### config.mk
export PLATFORM = sky130hd
export DESIGN_NAME = power_reading_daily_histogram
export DESIGN_NICKNAME = d
export VERILOG_FILES = /design/src/hdl/prdh_pkg.sv /design/src/hdl/prdh_div.sv /design/src/hdl/power_reading_daily_histogram.sv
export SDC_FILE = /design/constraint.sdc
export NUM_CORES = 2
export LEC_CHECK = 0
export BUFFER_PORTS_ARGS = -buffer_cell sky130_fd_sc_hd__buf_2
export CAP_MARGIN = 20
export CORE_MARGIN = 4
export CORE_UTILIZATION = 65
export DETAILED_ROUTE_END_ITERATION = 10
export PLACE_DENSITY_LB_ADDON = 0.2
export SLEW_MARGIN = 20
export SYNTH_ARGS = -nofsm -noshare
export SYNTH_HDL_FRONTEND = slang
export SYNTH_SLANG_ARGS = --single-unit
### constraint.sdc
create_clock -name clk -period 14.2 [get_ports clk]
set_input_delay 0 -clock clk [delete_from_list [all_inputs] [get_ports clk]]
set_output_delay 0 -clock clk [all_outputs]
set_load 0.02 [all_outputs]
### src/hdl/prdh_pkg.sv
// ----------------------------------------------------------------------------
// prdh_pkg: shared types and constants for the daily power histogram
// Register indexes, reset values and the sequencer state type.
// ----------------------------------------------------------------------------
package prdh_pkg;

  localparam int NUM_BUCKETS_DEF = 20;

  localparam logic [1:0] REG_BUCKET_WIDTH = 2'd0;
  localparam logic [1:0] REG_BAR_HEIGHT   = 2'd1;
  localparam logic [1:0] REG_TARIFF       = 2'd2;

  localparam logic [15:0] BUCKET_WIDTH_RST = 16'd100;
  localparam logic [7:0]  BAR_HEIGHT_RST   = 8'd48;
  localparam logic [15:0] TARIFF_RST       = 16'd150;

  localparam logic [21:0] MS_PER_HOUR = 22'd3600000;
  localparam logic [16:0] SEC_PER_DAY = 17'd86400;

  typedef enum logic [3:0] {
    ST_IDLE, ST_CLEAR, ST_BIDX, ST_ACC, ST_MAX, ST_AVG_N, ST_AVG_D,
    ST_COST_M, ST_COST_N, ST_COST_D, ST_BAR_D, ST_OUT
  } state_t;

  // request to the shared divider
  typedef struct packed {
    logic        start;
    logic [63:0] num;
    logic [31:0] den;
  } div_req_t;

endpackage

### src/hdl/prdh_div.sv
// ----------------------------------------------------------------------------
// prdh_div: shared restoring divider
// 64-bit by 32-bit unsigned divide, one quotient bit per cycle.
// ----------------------------------------------------------------------------
module prdh_div import prdh_pkg::*; (
  input  logic        clk,
  input  logic        rst,
  input  div_req_t    req,
  output logic        done,
  output logic [63:0] quo
);

  logic [63:0] q;
  logic [32:0] rem;
  logic [31:0] den;
  logic [6:0]  cnt;
  logic        busy;
  logic [32:0] shifted;
  logic [32:0] diff;

  assign shifted = {rem[31:0], q[63]};
  assign diff    = shifted - {1'b0, den};

  always_ff @(posedge clk) begin
    if (rst) begin
      busy <= 1'b0;
      done <= 1'b0;
      cnt  <= '0;
    end else begin
      done <= 1'b0;
      if (req.start) begin
        busy <= 1'b1;
        cnt  <= '0;
        q    <= req.num;
        den  <= req.den;
        rem  <= '0;
      end else if (busy) begin
        if (!diff[32]) begin
          rem <= diff;
          q   <= {q[62:0], 1'b1};
        end else begin
          rem <= shifted;
          q   <= {q[62:0], 1'b0};
        end
        cnt <= cnt + 7'd1;
        if (cnt == 7'd63) begin
          busy <= 1'b0;
          done <= 1'b1;
        end
      end
    end
  end

  assign quo = q;

endmodule

### src/hdl/power_reading_daily_histogram.sv
// ----------------------------------------------------------------------------
// power_reading_daily_histogram: daily power histogram from meter reports
// Accumulates per-day totals and a pulse histogram; emits one result per
// bucket with bar height and day summary.
// ----------------------------------------------------------------------------
// One report is taken at a time. After acceptance a small sequencer runs:
// the clear pass walks the bucket memory (one entry a cycle, writing zeros
// only on a day change), the bucket index comes from the shared divider,
// the bucket is updated with a read and a write, the maximum is found by
// walking the buckets, average and cost each take one divider pass after
// their set-up, and then each bucket result needs its own divider pass for
// the bar height before it goes to the output register. A zero duration
// total skips both divider passes, an empty histogram skips the bar
// divisions, and m_tready can hold a result back. s_tready is high only
// while idle.
// A finished result sits in the output register until its transfer.
// ----------------------------------------------------------------------------
module power_reading_daily_histogram import prdh_pkg::*; #(
  parameter int NUM_BUCKETS = NUM_BUCKETS_DEF
) (
  input  logic        clk,
  input  logic        rst,
  input  logic        s_tvalid,
  output logic        s_tready,
  // day_of_year[8:0], watts[24:9], pulses[40:25], duration_ms[72:41], pad
  input  logic [79:0] s_tdata,
  output logic        m_tvalid,
  input  logic        m_tready,
  // bucket_index[4:0], bar_height[12:5], min_watts[28:13],
  // day_pulse_total[44:29], average_watts[68:45], cost_thousandths[100:69]
  output logic [103:0] m_tdata,
  output logic        m_tlast,
  input  logic        cfg_we,
  input  logic [1:0]  cfg_index,
  input  logic [15:0] cfg_data
);

  localparam int BW = $clog2(NUM_BUCKETS);

  // configuration
  logic [15:0] bucket_width, tariff;
  logic [7:0]  bar_area;

  always_ff @(posedge clk) begin
    if (rst) begin
      bucket_width <= BUCKET_WIDTH_RST;
      bar_area     <= BAR_HEIGHT_RST;
      tariff       <= TARIFF_RST;
    end else if (cfg_we) begin
      case (cfg_index)
        REG_BUCKET_WIDTH: bucket_width <= cfg_data;
        REG_BAR_HEIGHT:   bar_area     <= cfg_data[7:0];
        REG_TARIFF:       tariff       <= cfg_data;
        default: ;
      endcase
    end
  end

  // day state
  logic        day_known;
  logic [8:0]  current_day;
  logic [15:0] lowest, pulse_total;
  logic [31:0] dur_total;
  logic [15:0] in_watts, in_pulses;

  // bucket memory
  logic [31:0] mem [NUM_BUCKETS];
  logic [31:0] rd_data;
  logic [BW-1:0] rd_addr;
  logic [BW-1:0] ptr;
  logic [BW-1:0] bidx;
  logic          mem_we;
  logic [BW-1:0] wr_addr;
  logic [31:0]   wr_data;

  always_ff @(posedge clk) begin
    if (mem_we) mem[wr_addr] <= wr_data;
    rd_data <= mem[rd_addr];
  end

  // sequencer
  state_t state, state_next;
  logic   started;
  logic [31:0] maxc;
  logic [23:0] avg;
  logic [31:0] cost;
  logic [63:0] prod;
  logic [7:0]  bar;
  logic        phase;

  div_req_t    dreq;
  logic        ddone;
  logic [63:0] dquo;

  prdh_div u_div (.clk(clk), .rst(rst), .req(dreq), .done(ddone), .quo(dquo));

  logic [32:0] acc_sum;
  assign acc_sum = {1'b0, rd_data} + {17'd0, in_pulses};
  logic [32:0] dur_sum;
  // pulses * 86400 fits 33 bits; times the tariff fits 49
  logic [48:0] cost_prod;
  assign cost_prod = prod[32:0] * tariff;

  always_comb begin
    state_next = state;
    case (state)
      ST_IDLE:   if (s_tvalid) state_next = ST_CLEAR;
      ST_CLEAR:  if (ptr == BW'(NUM_BUCKETS - 1)) state_next = ST_BIDX;
      ST_BIDX:   if (ddone) state_next = ST_ACC;
      ST_ACC:    if (phase) state_next = ST_MAX;
      ST_MAX:    if (phase && ptr == BW'(NUM_BUCKETS - 1)) state_next = ST_AVG_N;
      ST_AVG_N:  state_next = ST_AVG_D;
      ST_AVG_D:  if (ddone || dur_total == 0) state_next = ST_COST_M;
      ST_COST_M: state_next = ST_COST_N;
      ST_COST_N: state_next = ST_COST_D;
      ST_COST_D: if (ddone || dur_total == 0) state_next = ST_BAR_D;
      ST_BAR_D:  if (phase && (ddone || maxc == 0)) state_next = ST_OUT;
      ST_OUT:    if (m_tvalid && m_tready)
                   state_next = (ptr == BW'(NUM_BUCKETS - 1)) ? ST_IDLE : ST_BAR_D;
      default:   state_next = ST_IDLE;
    endcase
  end

  always_ff @(posedge clk) begin
    if (rst) state <= ST_IDLE;
    else     state <= state_next;
  end

  assign s_tready = (state == ST_IDLE);
  assign m_tvalid = (state == ST_OUT);

  always_comb begin
    rd_addr = ptr;
    mem_we  = 1'b0;
    wr_addr = ptr;
    wr_data = '0;
    dreq    = '0;
    if (state == ST_CLEAR) mem_we = started;
    if (state == ST_ACC) begin
      rd_addr = bidx;
      wr_addr = bidx;
      mem_we  = phase;
      wr_data = acc_sum[32] ? 32'hFFFF_FFFF : acc_sum[31:0];
    end
    // fetch the next bucket while its predecessor waits for its transfer
    if (state == ST_OUT && ptr != BW'(NUM_BUCKETS - 1)) rd_addr = ptr + 1'b1;
    if (state == ST_CLEAR && ptr == BW'(NUM_BUCKETS - 1)) begin
      dreq.start = 1'b1;
      dreq.num   = {48'd0, in_watts};
      dreq.den   = (bucket_width == 0) ? 32'd1 : {16'd0, bucket_width};
    end
    if (state == ST_AVG_N && dur_total != 0) begin
      dreq.start = 1'b1;
      dreq.num   = prod + {33'd0, dur_total[31:1]};
      dreq.den   = dur_total;
    end
    if (state == ST_COST_N && dur_total != 0) begin
      dreq.start = 1'b1;
      dreq.num   = prod + {33'd0, dur_total[31:1]};
      dreq.den   = dur_total;
    end
    if (state == ST_BAR_D && !phase && maxc != 0) begin
      dreq.start = 1'b1;
      dreq.num   = 64'(bar_area) * 64'(rd_data);
      dreq.den   = maxc;
    end
  end

  assign dur_sum = {1'b0, dur_total} + {1'b0, s_tdata[72:41]};

  always_ff @(posedge clk) begin
    if (rst) begin
      day_known <= 1'b0;
      current_day <= '0;
      lowest <= '0;
      pulse_total <= '0;
      dur_total <= '0;
      ptr <= '0;
      started <= 1'b0;
      phase <= 1'b0;
    end else begin
      case (state)
        ST_IDLE: if (s_tvalid) begin
          in_watts  <= s_tdata[24:9];
          in_pulses <= s_tdata[40:25];
          ptr <= '0;
          if (!day_known || s_tdata[8:0] != current_day) begin
            day_known   <= 1'b1;
            current_day <= s_tdata[8:0];
            lowest      <= s_tdata[24:9];
            pulse_total <= s_tdata[40:25];
            dur_total   <= s_tdata[72:41];
            started     <= 1'b1;
          end else begin
            if (s_tdata[24:9] < lowest) lowest <= s_tdata[24:9];
            pulse_total <= pulse_total + s_tdata[40:25];
            dur_total   <= dur_sum[32] ? 32'hFFFF_FFFF : dur_sum[31:0];
            started     <= 1'b0;
          end
        end
        ST_CLEAR: if (ptr != BW'(NUM_BUCKETS - 1)) ptr <= ptr + 1'b1;
        ST_BIDX: if (ddone) begin
          bidx  <= (dquo >= 64'(NUM_BUCKETS)) ? BW'(NUM_BUCKETS - 1) : dquo[BW-1:0];
          phase <= 1'b0;
        end
        ST_ACC: begin
          phase <= ~phase;
          if (phase) begin
            ptr <= '0;
            maxc <= '0;
          end
        end
        ST_MAX: begin
          // phase 0: address issued; phase 1: data compared
          phase <= ~phase;
          if (phase) begin
            if (rd_data > maxc) maxc <= rd_data;
            if (ptr != BW'(NUM_BUCKETS - 1)) ptr <= ptr + 1'b1;
            else prod <= 64'(pulse_total) * 64'(MS_PER_HOUR);
          end
        end
        ST_AVG_D: begin
          // divider holds its own copy of the numerator
          prod <= 64'(pulse_total) * 64'(SEC_PER_DAY);
          if (dur_total == 0) avg <= '0;
          else if (ddone) avg <= (dquo > 64'hFF_FFFF) ? 24'hFF_FFFF : dquo[23:0];
        end
        ST_COST_M: prod <= {15'd0, cost_prod};
        ST_COST_N: begin
          ptr <= '0;
          phase <= 1'b0;
        end
        ST_COST_D: begin
          if (dur_total == 0) cost <= '0;
          else if (ddone) cost <= (dquo > 64'hFFFF_FFFF) ? 32'hFFFF_FFFF : dquo[31:0];
        end
        ST_BAR_D: begin
          if (!phase) phase <= 1'b1;
          else if (maxc == 0) bar <= '0;
          else if (ddone) bar <= dquo[7:0];
        end
        ST_OUT: if (m_tready) begin
          phase <= 1'b0;
          if (ptr != BW'(NUM_BUCKETS - 1)) ptr <= ptr + 1'b1;
        end
        default: ;
      endcase
    end
  end

  assign m_tdata = {3'd0, cost, avg, pulse_total, lowest, bar, 5'(ptr)};
  assign m_tlast = (ptr == BW'(NUM_BUCKETS - 1));

endmodule

==> impl_summary.txt <==
----------------------------------------------------
[Timing]
  Worst setup skew after layout ... 0.0811 ns
  Final clock period utilization by the worst path ... 0.578
  Fin Hold WS ... 0.0412 ns
  RSZ-0062 raised after global routing ... no
  Count of pins over their slew limit ... 0
  Number of setup violations in the final report ... 0
  Sum of negative setup slack ... 0 ns
  Tmin final ... 8.21 ns
  Hold violation total from the final report ... 0
  Highest achievable clock rate ... 122 MHz
  Worst-Margin Slew ... 1.10 ns
  Worst Setup Slack, final ... 5.99 ns
  Worst slew slack as a fraction of its limit ... 0.262

[Floorplanning]
  Std-Cell Rows ... 131
  Die W ... 367 microns
  Count of boundary I/O pins ... 210
  Starting density of the core ... 0.657
  Vertical die dimension ... 367 microns
  Core ar. ... 0.128 sq mm
  Die area ... 0.135 sq mm

[Logic synthesis]
  Synth cell types ... 95
  Portion of synthesized cell area occupied by the leading cell type ... 0.340
  Number of synthesized register bits ... 1,116
  Top post-synthesis cells by area ... edfxtp_1, fa_1, ha_1
  Number of synthesized flops with an enable pin ... 950
  Post-Syn Area per Cell ... 11.1 sq um
  Sequential element share of the synthesized area ... 0.379
  Cell type with the largest total area after synthesis ... edfxtp_1
  Most common cell in the netlist ... inv_1
  Leading register cell type out of synthesis ... edfxtp_1
  Async set-or-reset flop fraction in the synthesized netlist ... 0
  Most frequent cells after synthesis ... inv_1, edfxtp_1, nand2_1, fa_1, ha_1
  Number of warnings printed during yosys synthesis ... 0
  Count of mapped cells out of synthesis ... 7,585
  Cell area after synthesis ... 0.0839 sq mm

[GRT]
  Residual overflow from global routing ... 0
  Global-route wire length before repair ... 374 mm
  Pin count of the biggest net entering global routing ... 161
  Vias in the first global route ... 62,100
  Global Route Usage Sum ... 0.364
  Number of antenna violations at the first check in global routing ... 16

[Setup path]
  Kind of launch point of the worst setup path ... flip-flop
  Buffers plus inverters on the worst setup path ... 2
  Slowest cell on crit path ... edfxtp_1
  Maximum fanout along the worst path ... 17
  Worst Reg2Reg Path Length in Cells ... 20
  Endpoint required time on the critical path ... 14.65 ns
  Cell count along the critical path ... 20
  Origin of the worst setup path ... prod[8]$_DFFE_PP_
  Worst setup slack for register-to-register paths ... 5.99 ns
  Setup crit end kind ... flip-flop
  Timing endpoint of the critical path ... prod[47]$_DFFE_PP_
  CP Cell Sequence ... and2_1 > fa_1 > fa_1 > fa_1 > fa_1 > fa_1 > inv_1 > fa_1 > inv_1 > ha_1 > nand2_1 > o21ai_0 > nand3b_1 > o22ai_1 > a211oi_1 > o21a_1 > o221ai_1 > o41ai_1 > xnor2_1 > nor2_1
  FF-to-FF Start ... prod[8]$_DFFE_PP_
  Slowest Stage Delay on Critical Path ... 1.05 ns
  Arrival time at the worst endpoint ... 8.65 ns
  Category of the most critical setup path ... flip-flop to flip-flop
  Most frequent cell on the critical path ... fa_1
  FF-to-FF End ... prod[47]$_DFFE_PP_
  Cell family with most CP delay ... adder cells

[Clocking]
  Clock edge transition at the registers on the reported setup and hold paths ... 0.06 ns
  Root buffer selected by CTS ... clkbuf_16
  TritonCTS clock tree ... yes
  # H-tree levels ... 3
  Maximum buffer depth of the clock tree ... 3
  Worst-skew pair later-pin latency ... 0.78 ns
  Total clock sinks ... 1,116
  Number of buffers inserted during clock tree synthesis ... 111

[Cells and area]
  Area Overhead vs Synth ... 9.87%
  Fill cell count ... 8,638
  Nets ... 9,200
  Share of final-layout standard cells stronger than drive strength 1 ... 0.104

[Drt]
  Routed length per instance ... 25.6 microns
  Number of vias per cell after detailed routing ... 6.39
  Number of optimization iterations in the first detailed-route pass ... 8
  Remaining antenna violation count ... 0
  DRT iter0 DRCs ... 6,595
  Detailed-route DRC error count ... 0
  Routed wire length ... 245 mm
  Total via count after detailed routing ... 61,100

[Pwr]
  Leakage Power ... 39.4 nW
  Total power per unit cell area ... 224 mW/mm^2
  VDD IR max ... 0.000451 V

[Min path]
  Path type of the worst min-delay path ... input port to flip-flop

[Run status]
  Run status ... finished, final reports clean

[Placement]
  Placed wire-length estimate ... 168 mm
  Number of port buffers ... 199
  Last weighted congestion value of the routability-driven placer ... 0.993
  Minimum setup slack after placement ... 6.10 ns

[Flow run]
  Number of maximum-capacitance violations ... 0

----------------------------------------------------
## placed cells by master (no fill, tap or decap), types with 42 or more instances in the layout
master and n:
clkbuf_16 115, nand2_1 842, nand2b_1 95, dfxtp_1 163, mux2_2 66, buf_4 102
a21o_1 133, inv_1 1057, ha_1 537, o21ai_0 264, nor2_1 253, and2_1 371
a22oi_1 62, dlygate4sd3_1 132, mux4_2 160, nor3_1 71, buf_2 198, xor2_1 92
nand4_1 44, fa_1 764, a21oi_1 299, xnor2_1 150, a211oi_1 42, o21a_1 81
edfxtp_1 950, nand3_1 74, mux2i_1 66, nor2b_1 58
## state kept, by name (all words and copies together), names as in the netlist, 4 cells and up
signal        cells
mem             640
u_div.quo        64
prod             49
cost             32
dur_total        32
maxc             32
rd_data          32
u_div.den        32
u_div.rem        32
avg              24
bucket_width     16
in_pulses        16
in_watts         16
lowest           16
pulse_total      16
tariff           16
current_day       9
bar               8
bar_area          8
u_div.cnt         7
bidx              5
ptr               5
state             4
## worst min path at each step
stage | depth (start not counted) | from | slack (ns) | endpoint
after detailed placement | 1 | s_tdata[9] | 0.22 | in_watts[0]$_DFFE_PP_
after global placement | 1 | s_tdata[9] | 0.23 | in_watts[0]$_DFFE_PP_
after floorplan | 0 | s_tdata[25] | 0.1 | in_pulses[0]$_DFFE_PP_
final | 2 | s_tdata[12] | 0.04 | in_watts[3]$_DFFE_PP_
after CTS | 5 | s_tvalid | 0.008 | current_day[3]$_SDFFE_PP0P_
after global routing | 2 | s_tdata[38] | 0.05 | in_pulses[13]$_DFFE_PP_
## timing repair
item                                    CTS  global route
endpoints found under the setup margin    0             0
setup buffers                             0             0
hold buffers                            132             0
resized for setup                         0             0
hold endpoints to repair                151             0
## where the power goes
group,internal [mW],switching [mW],leakage [nW]
Sequential,3.93,0.410,10.4
Clock,1.79,1.36,1.91
Combinational,5.31,7.89,27.0
## final cells by class
cell class                 instances  area (sq um)  share of cell area
sequential                      1116         31900               0.345
inverter                        1057          3970              0.0430
multi-input combinational       5071         47200               0.512
antenna                            7          17.5            0.000190
timing repair buffer             439          3200              0.0347
tap                             1662          2080              0.0225
clock inverter                    61           773             0.00838
clock buffer                     151          3150              0.0341
## cells by family after synthesis
| kind of cell | count (synthesis) | share of synthesized area |
|---|---|---|
| AOI/OAI and AO/OA | 1213 | 0.0937 |
| adders and majority gates | 1301 | 0.262 |
| buffers and inverters | 1400 | 0.0635 |
| xor gates and xnor gates | 242 | 0.0252 |
| muxes | 292 | 0.0596 |
| and+or+nand+nor | 2020 | 0.116 |
| DFF | 1116 | 0.379 |
| other | 1 | 0.0000447 |
## through the flow
stage	utilization	cell area (sq um)	cells	power [mW]
2_1_floorplan	-	84000	7587	13.6
3_3_place_gp	0.679	86800	9207	16.9
3_5_place_dp	0.679	86800	9207	17.1
4_1_cts	0.720	92000	9551	20.4
5_1_grt	0.721	92200	9558	22.3
6_report	0.721	92200	9564	20.7
## layer usage
metal  up-vias  global-route usage  share of wire
met2      3659               0.561           0.45
met3       695              0.0829           0.12
met4         6               0.179          0.058
li1      26300                   -              -
met1     30400               0.492           0.37
met5         -                   0        0.00015
Note: power is estimated with default switching activity, not from simulation.
